==> src/hdl/gdh_pkg.sv <==
// shared types, constants and width helpers for the grid distance heuristic
`default_nettype none

package gdh_pkg;

  // fixed field widths of the transactions and registers
  localparam int COORD_W    = 10;
  localparam int METRIC_W   = 3;
  localparam int COST_W     = 16;
  localparam int EST_W      = 32;
  localparam int CFG_DATA_W = 32;
  localparam int CFG_ADDR_W = 5;
  localparam int REG_IDX_W  = 3;

  // register indexes (byte address is four times the index)
  localparam logic [REG_IDX_W-1:0] REG_GOAL_ROW      = 3'd0;
  localparam logic [REG_IDX_W-1:0] REG_GOAL_COL      = 3'd1;
  localparam logic [REG_IDX_W-1:0] REG_METRIC_KIND   = 3'd2;
  localparam logic [REG_IDX_W-1:0] REG_STRAIGHT_COST = 3'd3;
  localparam logic [REG_IDX_W-1:0] REG_DIAG_COST     = 3'd4;
  localparam logic [REG_IDX_W-1:0] REG_WEIGHT        = 3'd5;

  // reset values, costs in unsigned Q8.8 (diagonal is about root two)
  localparam logic [COST_W-1:0] STRAIGHT_RESET = 16'd256;
  localparam logic [COST_W-1:0] DIAG_RESET     = 16'd362;
  localparam logic [COST_W-1:0] WEIGHT_RESET   = 16'd256;

  // metric selection codes
  typedef enum logic [METRIC_W-1:0] {
    METRIC_DIAGONAL  = 3'd0,
    METRIC_MANHATTAN = 3'd1,
    METRIC_EUCLIDEAN = 3'd2,
    METRIC_CHEBYSHEV = 3'd3
  } metric_t;

  // configuration as seen by the datapath
  typedef struct packed {
    logic [COORD_W-1:0]  goal_row;
    logic [COORD_W-1:0]  goal_col;
    logic [METRIC_W-1:0] metric_kind;
    logic [COST_W-1:0]   straight_cost;
    logic [COST_W-1:0]   diag_cost;
    logic [COST_W-1:0]   weight;
  } cfg_t;

  // bits of the square root result, integer part plus fraction
  function automatic int root_width(input int cw, input int fb);
    return cw + 1 + fb;
  endfunction

  // bits of the fixed point distance before weighting
  function automatic int dist_width(input int cw, input int fb);
    int diag_w;
    int shift_w;
    diag_w  = COST_W + cw + 1;
    shift_w = cw + 1 + fb;
    return (diag_w > shift_w) ? diag_w : shift_w;
  endfunction

endpackage

`default_nettype wire

==> src/hdl/gdh_in_if.sv <==
// cell transaction channel: valid, ready and the cell coordinates
`default_nettype none

interface gdh_in_if;
  logic                         valid;
  logic                         ready;
  logic [gdh_pkg::COORD_W-1:0]  cell_row;
  logic [gdh_pkg::COORD_W-1:0]  cell_col;

  modport source (output valid, output cell_row, output cell_col, input ready);
  modport sink   (input valid, input cell_row, input cell_col, output ready);
endinterface

`default_nettype wire

==> src/hdl/gdh_out_if.sv <==
// estimate transaction channel: valid, ready and the weighted estimate
`default_nettype none

interface gdh_out_if;
  logic                       valid;
  logic                       ready;
  logic [gdh_pkg::EST_W-1:0]  estimate;

  modport source (output valid, output estimate, input ready);
  modport sink   (input valid, input estimate, output ready);
endinterface

`default_nettype wire

==> src/hdl/grid_distance_heuristic_top.sv <==
// top level of the weighted grid distance heuristic
`default_nettype none

// Weighted grid distance heuristic. Each transaction on in_ch carries a cell
// (cell_row, cell_col); one transaction on out_ch returns its estimate to the
// goal cell held in the registers, in unsigned Q24.8, saturating. The metric
// is diagonal, Manhattan, Euclidean (root rounded down) or Chebyshev; other
// codes and a zero weight give zero. The block takes one cell per clock, unless
// the output register holds a waiting result, and returns results in order.
// COORD_BITS is capped at 10. There are four front stages, one root stage per
// result bit of the square root, then weight multiply and output register. The
// whole pipeline advances on one enable, held back only while a result waits
// in the output register. The user must write registers only while no cell
// is in flight; the block itself does not enforce this.

module grid_distance_heuristic_top #(
  parameter int COORD_BITS = 10,
  parameter int FRAC_BITS  = 8
) (
  input  wire logic                              clk,
  input  wire logic                              rst_n,
  input  wire logic                              psel,
  input  wire logic                              penable,
  input  wire logic                              pwrite,
  input  wire logic [gdh_pkg::CFG_ADDR_W-1:0]    paddr,
  input  wire logic [gdh_pkg::CFG_DATA_W-1:0]    pwdata,
  output      logic [gdh_pkg::CFG_DATA_W-1:0]    prdata,
  output      logic                              pready,
  gdh_in_if.sink                                 in_ch,
  gdh_out_if.source                              out_ch
);

  localparam int CW = (COORD_BITS < gdh_pkg::COORD_W) ? COORD_BITS : gdh_pkg::COORD_W;
  localparam int RB = gdh_pkg::root_width(CW, FRAC_BITS);
  localparam int DW = gdh_pkg::dist_width(CW, FRAC_BITS);
  localparam int SW = 2 * CW + 1;

  gdh_pkg::cfg_t  cfg;
  logic           en;
  logic           fr_valid;
  logic [SW-1:0]  fr_sq_sum;
  logic [DW-1:0]  fr_dist;
  logic           fr_euc;
  logic           sq_valid;
  logic [RB-1:0]  sq_root;
  logic [DW:0]    sq_side;
  logic           bk_valid;

  // whole pipeline moves unless a result is held in the output register
  assign en          = !bk_valid || out_ch.ready;
  assign in_ch.ready = en;
  assign out_ch.valid = bk_valid;

  gdh_cfg u_cfg (
    .clk     (clk),
    .rst_n   (rst_n),
    .psel    (psel),
    .penable (penable),
    .pwrite  (pwrite),
    .paddr   (paddr),
    .pwdata  (pwdata),
    .prdata  (prdata),
    .pready  (pready),
    .cfg     (cfg)
  );

  gdh_front #(
    .CW        (CW),
    .FRAC_BITS (FRAC_BITS),
    .DW        (DW)
  ) u_front (
    .clk       (clk),
    .rst_n     (rst_n),
    .en        (en),
    .in_valid  (in_ch.valid),
    .cell_row  (in_ch.cell_row),
    .cell_col  (in_ch.cell_col),
    .cfg       (cfg),
    .out_valid (fr_valid),
    .sq_sum    (fr_sq_sum),
    .dist_val  (fr_dist),
    .euc       (fr_euc)
  );

  // other metrics ride alongside the root as side data
  gdh_sqrt #(
    .SW        (SW),
    .RB        (RB),
    .FRAC_BITS (FRAC_BITS),
    .SIDE_W    (DW + 1)
  ) u_sqrt (
    .clk       (clk),
    .rst_n     (rst_n),
    .en        (en),
    .in_valid  (fr_valid),
    .in_s      (fr_sq_sum),
    .in_side   ({fr_euc, fr_dist}),
    .out_valid (sq_valid),
    .out_root  (sq_root),
    .out_side  (sq_side)
  );

  gdh_back #(
    .RB        (RB),
    .DW        (DW),
    .FRAC_BITS (FRAC_BITS)
  ) u_back (
    .clk       (clk),
    .rst_n     (rst_n),
    .en        (en),
    .in_valid  (sq_valid),
    .root      (sq_root),
    .dist_val  (sq_side[DW-1:0]),
    .euc       (sq_side[DW]),
    .weight    (cfg.weight),
    .out_valid (bk_valid),
    .estimate  (out_ch.estimate)
  );

endmodule

`default_nettype wire

==> src/hdl/gdh_cfg.sv <==
// configuration register bank behind the apb-style port
`default_nettype none

module gdh_cfg (
  input  wire logic                              clk,
  input  wire logic                              rst_n,
  input  wire logic                              psel,
  input  wire logic                              penable,
  input  wire logic                              pwrite,
  input  wire logic [gdh_pkg::CFG_ADDR_W-1:0]    paddr,
  input  wire logic [gdh_pkg::CFG_DATA_W-1:0]    pwdata,
  output      logic [gdh_pkg::CFG_DATA_W-1:0]    prdata,
  output      logic                              pready,
  output      gdh_pkg::cfg_t                     cfg
);

  logic [gdh_pkg::COORD_W-1:0]  goal_row_r;
  logic [gdh_pkg::COORD_W-1:0]  goal_col_r;
  logic [gdh_pkg::METRIC_W-1:0] metric_kind_r;
  logic [gdh_pkg::COST_W-1:0]   straight_cost_r;
  logic [gdh_pkg::COST_W-1:0]   diag_cost_r;
  logic [gdh_pkg::COST_W-1:0]   weight_r;
  logic [gdh_pkg::REG_IDX_W-1:0] reg_idx;
  logic                          wr_en;

  // word-aligned register decode, no wait states
  assign reg_idx = paddr[gdh_pkg::CFG_ADDR_W-1:2];
  assign pready  = 1'b1;
  assign wr_en   = psel & penable & pwrite & pready;

  // register writes, unknown indexes are dropped
  always_ff @(posedge clk) begin
    if (!rst_n) begin
      goal_row_r      <= '0;
      goal_col_r      <= '0;
      metric_kind_r   <= gdh_pkg::METRIC_DIAGONAL;
      straight_cost_r <= gdh_pkg::STRAIGHT_RESET;
      diag_cost_r     <= gdh_pkg::DIAG_RESET;
      weight_r        <= gdh_pkg::WEIGHT_RESET;
    end else if (wr_en) begin
      case (reg_idx)
        gdh_pkg::REG_GOAL_ROW:      goal_row_r      <= pwdata[gdh_pkg::COORD_W-1:0];
        gdh_pkg::REG_GOAL_COL:      goal_col_r      <= pwdata[gdh_pkg::COORD_W-1:0];
        gdh_pkg::REG_METRIC_KIND:   metric_kind_r   <= pwdata[gdh_pkg::METRIC_W-1:0];
        gdh_pkg::REG_STRAIGHT_COST: straight_cost_r <= pwdata[gdh_pkg::COST_W-1:0];
        gdh_pkg::REG_DIAG_COST:     diag_cost_r     <= pwdata[gdh_pkg::COST_W-1:0];
        gdh_pkg::REG_WEIGHT:        weight_r        <= pwdata[gdh_pkg::COST_W-1:0];
        default: ;
      endcase
    end
  end

  // read back
  always_comb begin
    case (reg_idx)
      gdh_pkg::REG_GOAL_ROW:      prdata = gdh_pkg::CFG_DATA_W'(goal_row_r);
      gdh_pkg::REG_GOAL_COL:      prdata = gdh_pkg::CFG_DATA_W'(goal_col_r);
      gdh_pkg::REG_METRIC_KIND:   prdata = gdh_pkg::CFG_DATA_W'(metric_kind_r);
      gdh_pkg::REG_STRAIGHT_COST: prdata = gdh_pkg::CFG_DATA_W'(straight_cost_r);
      gdh_pkg::REG_DIAG_COST:     prdata = gdh_pkg::CFG_DATA_W'(diag_cost_r);
      gdh_pkg::REG_WEIGHT:        prdata = gdh_pkg::CFG_DATA_W'(weight_r);
      default:                    prdata = '0;
    endcase
  end

  assign cfg.goal_row      = goal_row_r;
  assign cfg.goal_col      = goal_col_r;
  assign cfg.metric_kind   = metric_kind_r;
  assign cfg.straight_cost = straight_cost_r;
  assign cfg.diag_cost     = diag_cost_r;
  assign cfg.weight        = weight_r;

endmodule

`default_nettype wire

==> src/hdl/gdh_front.sv <==
// front pipeline: offsets, squares, cost products and metric selection
`default_nettype none

module gdh_front #(
  parameter int CW        = 10,
  parameter int FRAC_BITS = 8,
  parameter int DW        = 27
) (
  input  wire logic                          clk,
  input  wire logic                          rst_n,
  input  wire logic                          en,
  input  wire logic                          in_valid,
  input  wire logic [gdh_pkg::COORD_W-1:0]   cell_row,
  input  wire logic [gdh_pkg::COORD_W-1:0]   cell_col,
  input  wire gdh_pkg::cfg_t                 cfg,
  output      logic                          out_valid,
  output      logic [2*CW:0]                 sq_sum,
  output      logic [DW-1:0]                 dist_val,
  output      logic                          euc
);

  localparam int PW = gdh_pkg::COST_W + CW;
  localparam int SW = 2 * CW + 1;

  logic [CW-1:0]   cr;
  logic [CW-1:0]   cc;
  logic [CW-1:0]   gr;
  logic [CW-1:0]   gc;

  logic            v1_r, v2_r, v3_r, v4_r;
  logic [CW-1:0]   di_r, dj_r;
  logic [CW-1:0]   lo_r, hi_r;
  logic [2*CW-1:0] sqi_r, sqj_r;
  logic [CW:0]     sum_r;
  logic [PW-1:0]   ps_r, pd_r;
  logic [SW-1:0]   s3_r, s4_r;
  logic [CW:0]     man_r;
  logic [CW-1:0]   hi3_r;
  logic [DW-1:0]   dist_r, dist_nxt;
  logic            euc_r, euc_nxt;

  // only the low coordinate bits take part
  assign cr = cell_row[CW-1:0];
  assign cc = cell_col[CW-1:0];
  assign gr = cfg.goal_row[CW-1:0];
  assign gc = cfg.goal_col[CW-1:0];

  // valid bits move with the shared enable
  always_ff @(posedge clk) begin
    if (!rst_n) begin
      v1_r <= 1'b0;
      v2_r <= 1'b0;
      v3_r <= 1'b0;
      v4_r <= 1'b0;
    end else if (en) begin
      v1_r <= in_valid;
      v2_r <= v1_r;
      v3_r <= v2_r;
      v4_r <= v3_r;
    end
  end

  // stage one: absolute offsets to the goal
  always_ff @(posedge clk) begin
    if (en) begin
      di_r <= (cr >= gr) ? cr - gr : gr - cr;
      dj_r <= (cc >= gc) ? cc - gc : gc - cc;
    end
  end

  // stage two: ordering, squares and plain sum
  always_ff @(posedge clk) begin
    if (en) begin
      lo_r  <= (di_r < dj_r) ? di_r : dj_r;
      hi_r  <= (di_r < dj_r) ? dj_r : di_r;
      sqi_r <= (2*CW)'(di_r) * (2*CW)'(di_r);
      sqj_r <= (2*CW)'(dj_r) * (2*CW)'(dj_r);
      sum_r <= (CW+1)'(di_r) + (CW+1)'(dj_r);
    end
  end

  // stage three: cost products and sum of squares
  always_ff @(posedge clk) begin
    if (en) begin
      ps_r  <= PW'(cfg.straight_cost) * PW'(hi_r - lo_r);
      pd_r  <= PW'(cfg.diag_cost) * PW'(lo_r);
      s3_r  <= SW'(sqi_r) + SW'(sqj_r);
      man_r <= sum_r;
      hi3_r <= hi_r;
    end
  end

  // metric choice, the euclidean root is filled in after the root pipeline
  always_comb begin
    euc_nxt = 1'b0;
    case (gdh_pkg::metric_t'(cfg.metric_kind))
      gdh_pkg::METRIC_DIAGONAL:  dist_nxt = DW'(ps_r) + DW'(pd_r);
      gdh_pkg::METRIC_MANHATTAN: dist_nxt = DW'(man_r) << FRAC_BITS;
      gdh_pkg::METRIC_EUCLIDEAN: begin
        dist_nxt = '0;
        euc_nxt  = 1'b1;
      end
      gdh_pkg::METRIC_CHEBYSHEV: dist_nxt = DW'(hi3_r) << FRAC_BITS;
      default:                   dist_nxt = '0;
    endcase
  end

  // stage four: selected distance
  always_ff @(posedge clk) begin
    if (en) begin
      dist_r <= dist_nxt;
      euc_r  <= euc_nxt;
      s4_r   <= s3_r;
    end
  end

  assign out_valid = v4_r;
  assign sq_sum    = s4_r;
  assign dist_val  = dist_r;
  assign euc       = euc_r;

endmodule

`default_nettype wire

==> src/hdl/gdh_sqrt.sv <==
// pipelined digit-by-digit square root, one root bit per stage, with side data
`default_nettype none

module gdh_sqrt #(
  parameter int SW        = 21,
  parameter int RB        = 19,
  parameter int FRAC_BITS = 8,
  parameter int SIDE_W    = 28
) (
  input  wire logic              clk,
  input  wire logic              rst_n,
  input  wire logic              en,
  input  wire logic              in_valid,
  input  wire logic [SW-1:0]     in_s,
  input  wire logic [SIDE_W-1:0] in_side,
  output      logic              out_valid,
  output      logic [RB-1:0]     out_root,
  output      logic [SIDE_W-1:0] out_side
);

  // radicand is the input scaled by four to the power of the fraction bits
  localparam int XW = 2 * RB;
  localparam int RW = RB + 2;

  logic              v_r    [RB];
  logic [RW-1:0]     rem_r  [RB];
  logic [RB-1:0]     root_r [RB];
  logic [XW-1:0]     x_r    [RB];
  logic [SIDE_W-1:0] side_r [RB];

  for (genvar i = 0; i < RB; i++) begin : g_stage
    logic              v_in;
    logic [RW-1:0]     rem_in;
    logic [RB-1:0]     root_in;
    logic [XW-1:0]     x_in;
    logic [SIDE_W-1:0] side_in;
    logic [RW-1:0]     rem_sh;
    logic [RW-1:0]     trial;
    logic [RW-1:0]     rem_nxt;
    logic              ge;

    if (i == 0) begin : g_first
      assign v_in    = in_valid;
      assign rem_in  = '0;
      assign root_in = '0;
      assign x_in    = XW'(in_s) << (2 * FRAC_BITS);
      assign side_in = in_side;
    end else begin : g_next
      assign v_in    = v_r[i-1];
      assign rem_in  = rem_r[i-1];
      assign root_in = root_r[i-1];
      assign x_in    = x_r[i-1];
      assign side_in = side_r[i-1];
    end

    // bring down the next pair of radicand bits and try a one digit
    assign rem_sh  = {rem_in[RW-3:0], x_in[XW-1 -: 2]};
    assign trial   = {root_in, 2'b01};
    assign ge      = (rem_sh >= trial);
    assign rem_nxt = ge ? rem_sh - trial : rem_sh;

    always_ff @(posedge clk) begin
      if (!rst_n) begin
        v_r[i] <= 1'b0;
      end else if (en) begin
        v_r[i] <= v_in;
      end
    end

    always_ff @(posedge clk) begin
      if (en) begin
        rem_r[i]  <= rem_nxt;
        root_r[i] <= {root_in[RB-2:0], ge};
        x_r[i]    <= x_in << 2;
        side_r[i] <= side_in;
      end
    end
  end

  assign out_valid = v_r[RB-1];
  assign out_root  = root_r[RB-1];
  assign out_side  = side_r[RB-1];

endmodule

`default_nettype wire

==> src/hdl/gdh_back.sv <==
// back pipeline: weight multiply, scaling, saturation and output register
`default_nettype none

module gdh_back #(
  parameter int RB        = 19,
  parameter int DW        = 27,
  parameter int FRAC_BITS = 8
) (
  input  wire logic                         clk,
  input  wire logic                         rst_n,
  input  wire logic                         en,
  input  wire logic                         in_valid,
  input  wire logic [RB-1:0]                root,
  input  wire logic [DW-1:0]                dist_val,
  input  wire logic                         euc,
  input  wire logic [gdh_pkg::COST_W-1:0]   weight,
  output      logic                         out_valid,
  output      logic [gdh_pkg::EST_W-1:0]    estimate
);

  localparam int PW   = DW + gdh_pkg::COST_W;
  localparam int SH_W = PW - FRAC_BITS;

  logic                        v1_r;
  logic                        out_valid_r;
  logic [PW-1:0]               prod_r;
  logic [DW-1:0]               dist_sel;
  logic [SH_W-1:0]             scaled;
  logic [gdh_pkg::EST_W-1:0]   est_nxt;
  logic [gdh_pkg::EST_W-1:0]   estimate_r;

  assign dist_sel = euc ? DW'(root) : dist_val;

  always_ff @(posedge clk) begin
    if (!rst_n) begin
      v1_r        <= 1'b0;
      out_valid_r <= 1'b0;
    end else if (en) begin
      v1_r        <= in_valid;
      out_valid_r <= v1_r;
    end
  end

  // weight product, a zero weight or zero distance gives zero
  always_ff @(posedge clk) begin
    if (en) begin
      prod_r <= PW'(dist_sel) * PW'(weight);
    end
  end

  assign scaled = prod_r[PW-1:FRAC_BITS];

  // clamp to the largest Q24.8 value where the product can exceed it
  if (SH_W > gdh_pkg::EST_W) begin : g_sat
    assign est_nxt = (|scaled[SH_W-1:gdh_pkg::EST_W]) ? '1 : scaled[gdh_pkg::EST_W-1:0];
  end else begin : g_nosat
    assign est_nxt = gdh_pkg::EST_W'(scaled);
  end

  // output register
  always_ff @(posedge clk) begin
    if (en) begin
      estimate_r <= est_nxt;
    end
  end

  assign out_valid = out_valid_r;
  assign estimate  = estimate_r;

endmodule

`default_nettype wire

==> src/flat_wrapper.sv <==
// flat-port wrapper written by rule: the top's interface ports become plain ports
module grid_distance_heuristic_top_flat 
#(
  parameter int COORD_BITS = 10,
  parameter int FRAC_BITS  = 8
)
  (clk, rst_n, psel, penable, pwrite, paddr, pwdata, prdata, pready, in_ch_valid, in_ch_cell_row, in_ch_cell_col, in_ch_ready, out_ch_valid, out_ch_estimate, out_ch_ready);
  gdh_in_if in_ch_i ();
  gdh_out_if out_ch_i ();
  input  wire logic clk;
  input  wire logic rst_n;
  input  wire logic psel;
  input  wire logic penable;
  input  wire logic pwrite;
  input  wire logic [gdh_pkg::CFG_ADDR_W-1:0] paddr;
  input  wire logic [gdh_pkg::CFG_DATA_W-1:0] pwdata;
  output      logic [gdh_pkg::CFG_DATA_W-1:0] prdata;
  output      logic pready;
  input wire logic [$bits(in_ch_i.valid)-1:0] in_ch_valid;
  input wire logic [$bits(in_ch_i.cell_row)-1:0] in_ch_cell_row;
  input wire logic [$bits(in_ch_i.cell_col)-1:0] in_ch_cell_col;
  output wire logic [$bits(in_ch_i.ready)-1:0] in_ch_ready;
  output wire logic [$bits(out_ch_i.valid)-1:0] out_ch_valid;
  output wire logic [$bits(out_ch_i.estimate)-1:0] out_ch_estimate;
  input wire logic [$bits(out_ch_i.ready)-1:0] out_ch_ready;
  assign in_ch_i.valid = in_ch_valid;
  assign in_ch_i.cell_row = in_ch_cell_row;
  assign in_ch_i.cell_col = in_ch_cell_col;
  assign in_ch_ready = in_ch_i.ready;
  assign out_ch_valid = out_ch_i.valid;
  assign out_ch_estimate = out_ch_i.estimate;
  assign out_ch_i.ready = out_ch_ready;
  grid_distance_heuristic_top #(.COORD_BITS(COORD_BITS), .FRAC_BITS(FRAC_BITS)) u_core (.clk(clk), .rst_n(rst_n), .psel(psel), .penable(penable), .pwrite(pwrite), .paddr(paddr), .pwdata(pwdata), .prdata(prdata), .pready(pready), .in_ch(in_ch_i), .out_ch(out_ch_i));
endmodule
==> config.mk <==
export PLATFORM = sky130hd
export DESIGN_NAME = grid_distance_heuristic_top_flat
export DESIGN_NICKNAME = d
export VERILOG_FILES = /design/src/hdl/gdh_pkg.sv /design/src/hdl/gdh_in_if.sv /design/src/hdl/gdh_out_if.sv /design/src/hdl/grid_distance_heuristic_top.sv /design/src/hdl/gdh_cfg.sv /design/src/hdl/gdh_front.sv /design/src/hdl/gdh_sqrt.sv /design/src/hdl/gdh_back.sv /design/src/flat_wrapper.sv
export SDC_FILE = /design/constraint.sdc
export NUM_CORES = 2
export LEC_CHECK = 0
export BUFFER_PORTS_ARGS = -buffer_cell sky130_fd_sc_hd__buf_4
export CAP_MARGIN = 20
export CORE_ASPECT_RATIO = 1.25
export CORE_MARGIN = 1
export CORE_UTILIZATION = 28
export DETAILED_ROUTE_END_ITERATION = 10
export PLACE_DENSITY = 0.45
export SETUP_SLACK_MARGIN = 0.2
export SYNTH_ARGS = -nofsm -noshare
export SYNTH_HDL_FRONTEND = slang
export SYNTH_SLANG_ARGS = --single-unit
==> constraint.sdc <==
create_clock -name clk -period 57.3 [get_ports clk]
set_input_delay 5.73 -clock clk [delete_from_list [all_inputs] [get_ports clk]]
set_output_delay 5.73 -clock clk [all_outputs]
set_load 0.01 [all_outputs]
==> impl_metrics.toml <==
[setup_path]
crit_path_start_kind = "primary input"
worstPathCellList = "buf_4 -> and2_1 -> nor2b_1 -> nand2_1 -> o21ai_0 -> buf_4"
critPathKind = "primary input to output port"
endpoint_kind = "output port"
cp_top_family = "simple AND/OR/NAND/NOR gates"
cp.arrival_ns = 8.23
critPathMaxStageDelay_ns = 0.81
r2r_start = "u_core.u_front.lo_r[2]"
critPathMaxFanout = 29
slowest_stage = "nor2b_1"
crit_required_ns = 51.57
startpoint = "paddr[2]"
cp_num_buf_inv = 2
cp_common_cell = "buf_4"

[sta]
clock-skew-final_ns = 0.0711
rsz0062_at_grt = "false"
fin_crit_ns = 13.96
worstMarginPinSlew_ns = 1.27
setup_violations = 0
final-hold-violation-count = 0
slew_headroom_pct = 14.7
worst_slack_ns = 43.34
finalCritPeriodShare_pct = 24.4
slew_viol_final = 0
whs_ns = 0.357
fin_tns_setup_ns = 0
max_freq_mhz = 71.6

[power]
switching_share_pct = 38.1
max-vdd-ir-drop_uv = 53.5
p_per_area_nw_per_um2 = 54.3
p_clk_share_pct = 19.1
seq_power_share_pct = 35.8
leakagePower_nw = 44.3
p_switching_mw = 2.17
combPwrFrac_pct = 45.0
internal_power_mw = 3.53
total_power_mw = 5.70

[synthesis]
ys_ff_latch = 1534
synthFlopType = "edfxtp_1"
synth-edff-count = 1456
syn_inst = 7820
synth_top_cell_by_area = "edfxtp_1"
async_flop_share_pct = 0
synth.area.top_cells = "edfxtp_1, fa_1, ha_1, inv_1, nand2_1"
synth.yosys.seq_area_share_pct = 48.5
syn_area_um2 = 93300
ys_types = 86
synth_top_area_share_pct = 46.9
ys_warn_count = 0
synth_area_per_cell_um2 = 11.9

[grt]
grt_pass1_wl_um = 338000
grt_max_degree = 185
track_usage_pct = 12.9
antenna_found_initial = 24
grt_remaining_overflow = 0
grt_pass1_vias = 59346

[drt]
drt_iter0_drc = 3396
vias = 55750
drc = 42
wl_per_cell_um = 17.4
wl_um = 217000
final_antenna_net_count = 0
vias_per_cell = 4.47
first_pass_iters = 10

[clock_network]
clock-sinks = 1534
cts_tree = "built"
cts_buffers = 175
cts_resized = 0
clockBufferDepth = 4
cts_setup_buffers = 0
cts.clk_slew.worst_paths_ns = 0.06
root_buffer = "clkbuf_16"
worstSkewPairLatency_ns = 0.86
htreeDepth = 4
cts-hold-fix-buffers = 0

[min_path]
min_path_type = "flop to flop"
min_from = "u_core.u_sqrt.x_r[0][24]"

[run_status]
violations = "DRC"
status = "finished with violations"

[die]
die_y_um = 647
core_um2 = 331000
die_area_um2 = 336000
start_util_pct = 28.2
die_w_um = 518
ioPinCount = 131
num_rows = 236

[finish]
stdcell_count = 12477
most-common-layout-cells = "edfxtp_1, inv_1, nand2_1, fa_1, ha_1"
fin_util_pct = 31.7
nFillCells = 33103
post_route_cells_drive_above_1_share_pct = 7.18
syn2layout_area_growth_pct = 12.4
mostFrequentLayoutCell = "edfxtp_1"
layout.nets = 9335
final_area_um2 = 105000

[placed_design]
hpwlAfterDp_um = 159000
place_ws_ns = 43.40
dp_cells = 12154
routabilityCongestion = 0.840
post_dp_cell_area_um2 = 99200
port_buffers = 95

[flow_run]
drv_cap = 0
## cells in the mapped netlist, drive strengths merged (25+ instances only)
cell       n
a21boi    70
nand2    856
clkbuf   221
nand2b   100
xor2     135
a21oi    274
nor4      28
nor2     362
buf       29
nor2b    131
xnor2    239
and3      41
fa       690
o21ai    220
inv     1129
dfxtp     78
or2       26
or3       25
ha       648
nand3     79
nand4     30
o21bai    43
nor3      91
o21a      47
and2     283
mux2i     56
o31ai     34
mux2      90
a21o      96
edfxtp  1456
## state kept, by name, summed over array words and instances, names as in the netlist, 26 cells and up
signal and count:
u_core.u_sqrt.root_r 190, u_core.u_back.estimate 32, u_core.u_front.ps_r 26, u_core.u_sqrt.x_r 110, u_core.u_back.prod_r 35, u_core.u_sqrt.rem_r 307
u_core.u_sqrt.side_r 532, u_core.u_front.pd_r 26, u_core.u_front.dist_val 27
## area by class of cell
| class | instances | area (µm²) | area share, % |
|---|---|---|---|
| Antenna cell | 10 | 25.0 | 0.0239 |
| Clock buffer | 219 | 4660 | 4.44 |
| Clock inverter | 89 | 873 | 0.833 |
| Inverter | 1135 | 4270 | 4.07 |
| Multi-Input combinational cell | 4917 | 42900 | 40.9 |
| Sequential cell | 1534 | 45300 | 43.2 |
| Tap cell | 4403 | 5510 | 5.25 |
| Timing Repair Buffer | 170 | 1330 | 1.27 |
## power by group through the flow
stage / Clock, mW / Sequential [mW] / Combinational, mW
after floorplan: 0 / 1.97 / 1.84
after CTS: 1.14 / 2.05 / 2.62
after global routing: 1.18 / 2.09 / 2.92
after global placement: 0 / 2.06 / 2.57
after detailed placement: 0 / 2.07 / 2.59
final: 1.09 / 2.04 / 2.56
## kinds of logic (layout without fill, tap and decap cells)
logic type / Yosys count / count (layout) / synth area share [%]
DFF: 1534 / 1534 / 48.5
AOI/OAI and AO/OA: 944 / 944 / 6.45
muxes: 146 / 146 / 1.69
buffers and inverters: 1385 / 1613 / 5.65
and+or+nand+nor: 2097 / 2097 / 10.7
other: 2 / 28 / 0.00805
xor gates and xnor gates: 374 / 374 / 3.52
adders and majority gates: 1338 / 1338 / 23.5
## path summary, 6_finish.rpt
| check | to | slack [ns] | cells past startpoint |
|---|---|---|---|
| min reg2reg | u_core.u_sqrt.x_r[1][26] | 0.36 | 0 |
| max | prdata[12] | 43.34 | 6 |
| max reg2reg | u_core.u_front.ps_r[16] | 49.03 | 25 |
| min | u_core.u_sqrt.x_r[1][26] | 0.36 | 0 |
## per-layer routing
metal  part of all wire [%]  track usage (%)  up-vias
li1                       -                -    26430
met4                    3.7             5.00        2
met5                 0.0060                0        -
met1                     41             15.2    27945
met2                     51             23.7     1011
met3                    4.3             1.77      362
(Power assumes the default switching activity.)
